`src/rtl/ps2mt_pkg.sv`:
```
`default_nettype none

package ps2mt_pkg;

  localparam int unsigned BYTE_W     = 8;
  localparam int unsigned OUT_POS_W  = 16;
  localparam int unsigned DISPLAY_W  = 24;
  localparam int unsigned S_TDATA_W  = 8;
  localparam int unsigned M_TDATA_W  = 64;
  localparam int unsigned M_USED_W   = 2 * OUT_POS_W + 2 + DISPLAY_W;

  localparam int unsigned ST_LEFT    = 0;
  localparam int unsigned ST_RIGHT   = 1;
  localparam int unsigned ST_X_SIGN  = 4;
  localparam int unsigned ST_Y_SIGN  = 5;

  localparam logic [DISPLAY_W-1:0] DISPLAY_BASE = 24'hF00000;
  localparam int unsigned DISP_LEFT_BIT  = 18;
  localparam int unsigned DISP_RIGHT_BIT = 16;

  typedef enum logic [1:0] {
    PH_STATUS = 2'd0,
    PH_X      = 2'd1,
    PH_Y      = 2'd2
  } phase_t;

  typedef struct packed {
    logic [DISPLAY_W-1:0] display_word;
    logic                 right_button;
    logic                 left_button;
    logic [OUT_POS_W-1:0] pos_y;
    logic [OUT_POS_W-1:0] pos_x;
  } result_t;

endpackage

`default_nettype wire

```
`src/rtl/ps2mt_calc.sv`:
```
`default_nettype none

module ps2mt_calc #(
  parameter int unsigned POSITION_WIDTH = 16
) (
  input  wire logic [ps2mt_pkg::BYTE_W-1:0]  status_byte,
  input  wire logic [ps2mt_pkg::BYTE_W-1:0]  x_byte,
  input  wire logic [ps2mt_pkg::BYTE_W-1:0]  y_byte,
  input  wire logic [POSITION_WIDTH-1:0]     x_position,
  input  wire logic [POSITION_WIDTH-1:0]     y_position,
  output logic      [POSITION_WIDTH-1:0]     x_sum,
  output logic      [POSITION_WIDTH-1:0]     y_sum,
  output ps2mt_pkg::result_t                 result
);
  import ps2mt_pkg::*;

  localparam int unsigned EXT_W = POSITION_WIDTH - BYTE_W;

  logic [POSITION_WIDTH-1:0]           dx;
  logic [POSITION_WIDTH-1:0]           dy;
  logic [POSITION_WIDTH+OUT_POS_W-1:0] x_wide;
  logic [POSITION_WIDTH+OUT_POS_W-1:0] y_wide;
  logic [DISPLAY_W-1:0]                word;

  always_comb begin
    dx = {{EXT_W{status_byte[ST_X_SIGN]}}, x_byte};
    dy = {{EXT_W{status_byte[ST_Y_SIGN]}}, y_byte};
    x_sum = x_position + dx;
    y_sum = y_position + dy;
    x_wide = {{OUT_POS_W{1'b0}}, x_sum};
    y_wide = {{OUT_POS_W{1'b0}}, y_sum};

    word = DISPLAY_BASE;
    word[DISP_LEFT_BIT]  = status_byte[ST_LEFT];
    word[DISP_RIGHT_BIT] = status_byte[ST_RIGHT];
    word[15:8] = x_sum[7:0];
    word[7:0]  = y_sum[7:0];

    result.pos_x        = x_wide[OUT_POS_W-1:0];
    result.pos_y        = y_wide[OUT_POS_W-1:0];
    result.left_button  = status_byte[ST_LEFT];
    result.right_button = status_byte[ST_RIGHT];
    result.display_word = word;
  end

endmodule

`default_nettype wire

```
`src/rtl/ps2_mouse_packet_tracker.sv`:
```
`default_nettype none

// PS/2 mouse packet tracker.
// Input stream s_*: one received mouse byte per transaction in s_tdata[7:0].
// Bytes are grouped three to a packet (status, X, Y) by count since reset;
// the sync bit is not checked.
// Output stream m_*: one transaction per packet, registered, valid the cycle
// after the third byte is taken. Fields from bit 0: pos_x[15:0],
// pos_y[31:16], left_button[32], right_button[33], display_word[57:34].
// Throughput is one byte per cycle unless a third byte waits on m_tready:
// the packet math is a single add per axis before the output register.
// When both buttons are down, the output shows the summed position and the
// accumulators then clear to zero.
// Reset clears the byte count, held bytes, accumulators and output valid.
// While a result waits on m_tready, status and X bytes are still taken; a
// third byte waits until the output register frees up (same cycle as the
// pending transaction completes is fine).

module ps2_mouse_packet_tracker #(
  parameter int unsigned POSITION_WIDTH = 16
) (
  input  wire logic                             clk,
  input  wire logic                             rst,
  input  wire logic                             s_tvalid,
  output logic                                  s_tready,
  input  wire logic [ps2mt_pkg::S_TDATA_W-1:0]  s_tdata,   // rx_byte[7:0]
  output logic                                  m_tvalid,
  input  wire logic                             m_tready,
  // pos_x[15:0], pos_y[31:16], left_button[32], right_button[33],
  // display_word[57:34], zero[63:58]
  output logic      [ps2mt_pkg::M_TDATA_W-1:0]  m_tdata
);
  import ps2mt_pkg::*;

  phase_t                    phase;
  phase_t                    phase_next;
  logic [BYTE_W-1:0]         status_byte;
  logic [BYTE_W-1:0]         x_byte;
  logic [POSITION_WIDTH-1:0] x_position;
  logic [POSITION_WIDTH-1:0] y_position;
  logic [POSITION_WIDTH-1:0] x_sum;
  logic [POSITION_WIDTH-1:0] y_sum;
  result_t                   result;
  result_t                   out_reg;
  logic                      s_fire;
  logic                      out_free;
  logic                      emit;
  logic                      both_down;

  ps2mt_calc #(
    .POSITION_WIDTH (POSITION_WIDTH)
  ) u_calc (
    .status_byte (status_byte),
    .x_byte      (x_byte),
    .y_byte      (s_tdata[BYTE_W-1:0]),
    .x_position  (x_position),
    .y_position  (y_position),
    .x_sum       (x_sum),
    .y_sum       (y_sum),
    .result      (result)
  );

  assign out_free  = !m_tvalid || m_tready;
  assign s_tready  = (phase != PH_Y) || out_free;
  assign s_fire    = s_tvalid && s_tready;
  assign emit      = s_fire && (phase == PH_Y);
  assign both_down = status_byte[ST_LEFT] && status_byte[ST_RIGHT];

  always_comb begin
    unique case (phase)
      PH_X:    phase_next = PH_Y;
      PH_Y:    phase_next = PH_STATUS;
      default: phase_next = PH_X;
    endcase
  end

  always_ff @(posedge clk) begin
    if (rst) begin
      phase       <= PH_STATUS;
      status_byte <= '0;
      x_byte      <= '0;
      x_position  <= '0;
      y_position  <= '0;
      m_tvalid    <= 1'b0;
    end else begin
      if (s_fire) begin
        phase <= phase_next;
        unique case (phase)
          PH_X: begin
            x_byte <= s_tdata[BYTE_W-1:0];
          end
          PH_Y: begin
            x_position <= both_down ? '0 : x_sum;
            y_position <= both_down ? '0 : y_sum;
          end
          default: begin
            status_byte <= s_tdata[BYTE_W-1:0];
          end
        endcase
      end
      if (emit) begin
        m_tvalid <= 1'b1;
      end else if (m_tready) begin
        m_tvalid <= 1'b0;
      end
    end
  end

  always_ff @(posedge clk) begin
    if (emit) begin
      out_reg <= result;
    end
  end

  assign m_tdata = {{(M_TDATA_W - M_USED_W){1'b0}}, out_reg};

  a_emit_valid : assert property (@(posedge clk) disable iff (rst)
    emit |=> m_tvalid)
    else $error("packet result not presented");

  a_clear_both : assert property (@(posedge clk) disable iff (rst)
    emit && both_down |=> (x_position == '0) && (y_position == '0))
    else $error("position not cleared with both buttons down");

  a_hold_third : assert property (@(posedge clk) disable iff (rst)
    m_tvalid && !m_tready && (phase == PH_Y) |-> !s_tready)
    else $error("third byte taken while output stalled");

  a_phase_step : assert property (@(posedge clk) disable iff (rst)
    s_fire && (phase == PH_X) |=> (phase == PH_Y))
    else $error("byte count skipped");

endmodule

`default_nettype wire

```
`config.mk`:
```
export PLATFORM = sky130hd
export DESIGN_NAME = ps2_mouse_packet_tracker
export DESIGN_NICKNAME = d
export VERILOG_FILES = /design/src/rtl/ps2mt_pkg.sv /design/src/rtl/ps2mt_calc.sv /design/src/rtl/ps2_mouse_packet_tracker.sv
export SDC_FILE = /design/constraint.sdc
export NUM_CORES = 1
export LEC_CHECK = 0
export BUFFER_PORTS_ARGS = -buffer_cell sky130_fd_sc_hd__buf_4
export CORE_ASPECT_RATIO = 1.1
export CORE_MARGIN = 2
export CORE_UTILIZATION = 40
export DETAILED_ROUTE_END_ITERATION = 10
export GPL_TIMING_DRIVEN = 0
export PLACE_DENSITY = 0.7
export SYNTH_ARGS = -nofsm -noshare
export SYNTH_HDL_FRONTEND = slang
export SYNTH_HIERARCHICAL = 1
export SYNTH_SLANG_ARGS = --single-unit
```
`constraint.sdc`:
```
create_clock -name clk -period 7 [get_ports clk]
set_input_delay 0.35 -clock clk [delete_from_list [all_inputs] [get_ports clk]]
set_output_delay 0.35 -clock clk [all_outputs]
set_load 0.1 [all_outputs]
```
==> results of run 1 <==
==> state kept, by name, indices dropped and copies added, names as in the netlist <==
name / cells
x_byte: 8
status_byte: 4
phase: 2
m_tvalid: 1
y_position: 16
x_position: 16
m_tdata: 58
==> per-layer routing <==
metal	global-route usage, %	up-vias
met5	0	-
met4	7.158	0
met3	3.234	25
met2	29.85	138
met1	20.73	2080
li1	-	2116
==> tightest hold or removal path, cell delays in order <==
cell	delay [ns]
buf_4	0.12
nand2b_1	0.06
mux2i_1	0.05
==> area by class of cell <==
class	count	area (sq um)
fill	1277	7047
clock inverter	3	15.01
clock buffer	12	267.8
buffer	93	640.6
sequential	105	2683
inverter	12	45.04
multi-input combinational	348	2421
timing repair buffer	72	553.0
tap	188	235.2
==> how the worst max path moves through the flow <==
stage | cells past startpoint | start | slack [ns] | endpoint
2_1_floorplan | 3 | m_tvalid | 2.82 | m_tdata[0]
3_3_place_gp | 5 | phase[0] | 1.90 | m_tdata[22]
3_5_place_dp | 11 | s_tdata[0] | 4.19 | y_position[12]
4_1_cts | 10 | x_byte[0] | 4.27 | x_position[14]
5_1_grt | 10 | y_position[0] | 4.11 | y_position[12]
6_report | 10 | y_position[0] | 4.26 | y_position[12]
==> stage by stage <==
step                      util, %  setup slack (ns)  cell area, sq um  hold slack [ns]  instances
after floorplan                 -             2.821              5782           0.4533        558
after global placement      47.10             1.900              6550           0.4619        817
after detailed placement    47.30             4.188              6578           0.4728        818
after CTS                   49.33             4.272              6860           0.2796        833
after global routing        49.33             4.115              6860           0.2950        833
final                       49.33             4.259              6860           0.2804        833
==> report_power, final <==
group          internal (W)  switching (W)  total [W]
sequential         0.000665     0.00000859   0.000673
clock              0.000269       0.000218   0.000487
combinational     0.0000767       0.000125   0.000202
==> impl_metrics.py, run 1 <==
metrics = {
    "pwr": {
        "leakagePower_nw": 2.909,
        "finalPower_w": 0.001362,
        "p_per_area_nw_per_um2": 198.6,
        "ir_drop_v": 0.0001033,
    },
    "grt": {
        "grt_pass1_vias": 4317,
        "grt-ovfl-total": 0,
        "grt.total_usage_pct": 17.04,
        "grt_max_degree": 32,
        "grt_pass1_wl_um": 20800,
        "antenna_found_initial": 0,
    },
    "route": {
        "wl_per_cell_um": 15.25,
        "wl_met1_um": 5371,
        "viasPerCell": 5.233,
        "wl_met2_um": 6433,
        "drcViolationCount": 0,
        "dr_total_vias": 4359,
        "drt_first_pass_iters": 6,
        "route.met3.wl_um": 650,
        "drtIter0Drc": 186,
        "dr.max_layer_used": "met4",
        "detail-route-antenna-nets": 0,
        "wl_um": 12700,
    },
    "worst_setup_path": {
        "cp_common_cell": "a21oi_1",
        "cp_data_arrival_time_ns": 3.03,
        "slowest_delay_ns": 0.44,
        "rr_worst_depth": 10,
        "reg2reg_to": "y_position[12]",
        "crit_chain": "ha_1, fa_1, a21oi_1, o21ai_1, o21a_1, o41ai_1, xnor2_1, buf_4, nand4_1, a21oi_1",
        "reg2reg_slack_ns": 4.26,
        "cp_max_fo": 4,
        "cp_slowest_cell": "o41ai_1",
        "critical-path-top-delay-family": "compound AO/OA/AOI/OAI gates",
        "path_buf_inv": 1,
        "startpoint_type": "flip-flop",
        "r2r-start": "y_position[0]",
        "crit_required_ns": 7.29,
        "critPathKind": "flip-flop to flip-flop",
        "end_kind": "flip-flop",
    },
    "placement": {
        "io_buffers": 71,
        "place.gp.congestion": 0.8377,
        "dp_hpwl_um": 9310,
    },
    "floorplan": {
        "start_util_pct": 41.33,
        "rows": 45,
        "coreArea_sq_um": 13910,
        "fp.dieArea_sq_um": 15350,
        "die_w_um": 118.3,
        "design.portCount": 78,
        "fp.dieH_um": 129.7,
    },
    "cts": {
        "cts_buffers": 9,
        "htree_levels": 3,
        "clock-sinks": 105,
        "tritoncts": "done",
        "post-cts-setup-buffers": 0,
        "cts_resized": 0,
        "insertion_delay_ns": 0.36,
        "cts_hold_buf": 0,
        "clockBufferDepth": 2,
        "clkSlewWorstSetupHoldPaths_ns": 0.07,
        "cts_root_buffer": "clkbuf_16",
    },
    "job": {
        "cap_viol_max_count": 0,
    },
    "hold_path": {
        "hp-class": "input port to flip-flop",
        "hold_depth": 3,
        "hold-path-endpoint": "x_byte[6]",
        "hp-start": "s_tdata[6]",
    },
    "synthesis": {
        "synth_area_sq_um": 5748,
        "ys_warn_count": 6,
        "avgSynthCellArea_sq_um": 10.47,
        "syn-instance-count": 549,
    },
    "layout": {
        "layout_common_cells": "buf_4 (137), a21oi_1 (60), edfxtp_1 (58)",
        "syn2layout_area_growth_pct": 19.35,
        "drive_gt1_share_pct": 27.60,
        "final_common_cell": "buf_4",
        "diodes": 0,
        "fin_nets": 687,
    },
    "timing": {
        "setup_viol": 0,
        "drv_slew": 0,
        "fin_skew_ns": 0.01063,
        "tightest_slew_ns": 0.8598,
        "min_period_ns": 2.741,
        "fmax_mhz": 364.8,
        "hold_violations": 0,
        "relSlewSlack_pct": 42.54,
        "rsz0062_at_grt": "no",
        "period_share_pct": 39.16,
        "tns_ns": 0,
    },
    "outcome": {
        "status": "complete, no violations",
    },
}
No activity file was read; power rests on OpenSTA's default activity.
==> run 2, diff against run 1 <==
--- a/config.mk
+++ b/config.mk
@@ -11,7 +11,7 @@
 export CORE_UTILIZATION = 40
 export DETAILED_ROUTE_END_ITERATION = 10
 export GPL_TIMING_DRIVEN = 0
-export PLACE_DENSITY = 0.7
+export PLACE_DENSITY = 0.72
 export SYNTH_ARGS = -nofsm -noshare
 export SYNTH_HDL_FRONTEND = slang
 export SYNTH_HIERARCHICAL = 1
==> constraint.sdc (replaced) <==
create_clock -name clk -period 2.49 [get_ports clk]
set_input_delay 0.1245 -clock clk [delete_from_list [all_inputs] [get_ports clk]]
set_output_delay 0.1245 -clock clk [all_outputs]
set_load 0.1 [all_outputs]
==> run 2 against run 1 <==
  * Worst setup slack lost 4.2 ns
  * Die area is the same
  * Hold slack lost 0.21 ns
  * Combinational power grew to 3.0 times the previous value
  * Maximum frequency grew 12%
  * Critical path type unchanged
  * Power grew to 2.9 times the previous value
  * Sequential cell count is the same
  * Sequential share of layout area shrank 1.7 points
  * Count of clock-buffer cells in the layout is the same
  * Final cell count grew 1.6%
==> impl_metrics.py, run 2 (synthesis results as in run 1) <==
metrics = {
    "grt": {
        "grt_pass1_wl_um": 20920,
        "grt_pass1_vias": 4371,
        "grt_max_degree": 37,
        "grt-ovfl-total": 0,
        "gr-max-usage-layer": "met2",
        "grt.total_usage_pct": 17.02,
        "antenna_found_initial": 0,
        "met2_usage_pct": 30.06,
        "use_met3_pct": 3.584,
        "gr-usage-met1_pct": 19.87,
    },
    "timing": {
        "fmax_mhz": 409.2,
        "hold_violations": 0,
        "setup_viol": 0,
        "period_share_pct": 98.16,
        "tns_ns": 0,
        "rsz0062_at_grt": "yes",
        "fin_skew_ns": 0.008359,
        "tightest_slew_ns": 0.6261,
        "drv_slew": 0,
        "relSlewSlack_pct": 58.21,
        "min_period_ns": 2.444,
    },
    "floorplan": {
        "start_util_pct": 41.33,
        "coreArea_sq_um": 13910,
        "rows": 45,
        "fp.dieH_um": 129.7,
        "design.portCount": 78,
        "die_w_um": 118.3,
        "fp.dieArea_sq_um": 15350,
    },
    "layout": {
        "diodes": 0,
        "largest_reg_flops": 58,
        "layout_common_cells": "buf_4 (148), edfxtp_1 (58), a21oi_1 (57)",
        "drive_gt1_share_pct": 34.50,
        "fin_nets": 699,
        "final_common_cell": "buf_4",
        "syn2layout_area_growth_pct": 25.64,
        "stdcell_area_sq_um": 7222,
        "fin_util_pct": 51.93,
    },
    "placement": {
        "place.gp.congestion": 0.8145,
        "dp_hpwl_um": 9494,
        "dpl_cell_area_sq_um": 6579,
        "io_buffers": 71,
    },
    "worst_setup_path": {
        "cp_data_arrival_time_ns": 2.68,
        "startpoint_type": "flip-flop",
        "cp_slowest_cell": "fa_2",
        "crit_chain": "ha_4, fa_2, a21o_1, a221oi_4, a211oi_4, buf_6, mux2i_1, nand3_1, buf_4, nand4_1, a21oi_1",
        "slowest_delay_ns": 0.39,
        "cp_max_fo": 3,
        "crit_required_ns": 2.73,
        "end_kind": "flip-flop",
        "path_buf_inv": 2,
        "critPathKind": "flip-flop to flip-flop",
        "critical-path-top-delay-family": "compound AO/OA/AOI/OAI gates",
    },
    "job": {
        "cap_viol_max_count": 0,
    },
    "pwr": {
        "leakagePower_nw": 3.006,
        "ir_drop_v": 0.0003360,
        "p_per_area_nw_per_um2": 551.5,
    },
    "route": {
        "drt_first_pass_iters": 5,
        "viasPerCell": 5.230,
        "wl_per_cell_um": 15.99,
        "wl_um": 13530,
        "drcViolationCount": 0,
        "detail-route-antenna-nets": 0,
        "dr_total_vias": 4425,
        "drtIter0Drc": 238,
    },
    "cts": {
        "htree_levels": 3,
        "clockBufferDepth": 2,
        "insertion_delay_ns": 0.35,
        "cts_root_buffer": "clkbuf_16",
        "clkSlewWorstSetupHoldPaths_ns": 0.07,
        "tritoncts": "done",
        "clock-sinks": 105,
        "cts_hold_buf": 0,
        "cts_buffers": 9,
    },
    "outcome": {
        "status": "complete, no violations",
    },
    "hold_path": {
        "hp-class": "input port to flip-flop",
    },
}
-- run 2: final timing paths --
kind | from | slack, ns | depth (start not counted) | endpoint
max | x_byte[0] | 0.05 | 11 | x_position[12]
min | s_tdata[6] | 0.07 | 3 | x_byte[6]
max reg2reg | x_byte[0] | 0.05 | 11 | x_position[12]
min reg2reg | y_position[2] | 0.49 | 2 | y_position[2]
-- run 2: routing by layer --
metal | share of wire (%) | vias up
met5 | 0 | -
met4 | 2.6 | 0
met3 | 4.3 | 26
met2 | 51 | 117
met1 | 42 | 2136
li1 | - | 2146
-- run 2: worst reg2reg max path, delay by kind of cell, from the launching register on --
kind            cells  cell delay, ns
buf+inv             2            0.30
fa+ha+maj           2            0.56
mux                 1            0.14
flops               1            0.37
compound gates      4            0.80
simple gates        2            0.18
-- run 2: timing repair --
| action | CTS | global route |
|---|---|---|
| pin swaps | 8 | 25 |
| resized for setup | 15 | 30 |
| buffers inserted | 5 | 8 |
| setup endpoints to repair | 9 | 48 |
| hold endpoints to repair | 0 | 0 |
| gates cloned | 0 | 1 |
-- run 2: where the power goes --
part / internal [W] / total (W) / switching (W)
clock: 0.000831 / 0.00147 / 0.000641
sequential: 0.00187 / 0.00190 / 0.0000276
combinational: 0.000244 / 0.000616 / 0.000372
total: 0.00294 / 0.00398 / 0.00104
-- run 2: layout make-up --
cell class | instances | area (sq um)
clock buffer | 12 | 289.0
inverter | 12 | 45.04
timing repair buffer | 85 | 658.1
clock inverter | 4 | 30.03
tap | 188 | 235.2
sequential | 105 | 2699
multi-input combinational | 349 | 2633
fill | 1231 | 6685
buffer | 91 | 633.1
-- run 2: stage by stage --
step                total power, W  setup WS [ns]  hold WS, ns  std cells
floorplan                 0.002380         0.1484       0.2759        558
global placement          0.002483        -0.2157       0.4261        817
detailed placement        0.002500        -0.2123       0.4251        818
CTS                       0.003983       0.001387      0.05421        839
global route              0.004136       -0.05644      0.06575        846
finish                    0.003983        0.04594      0.06745        846
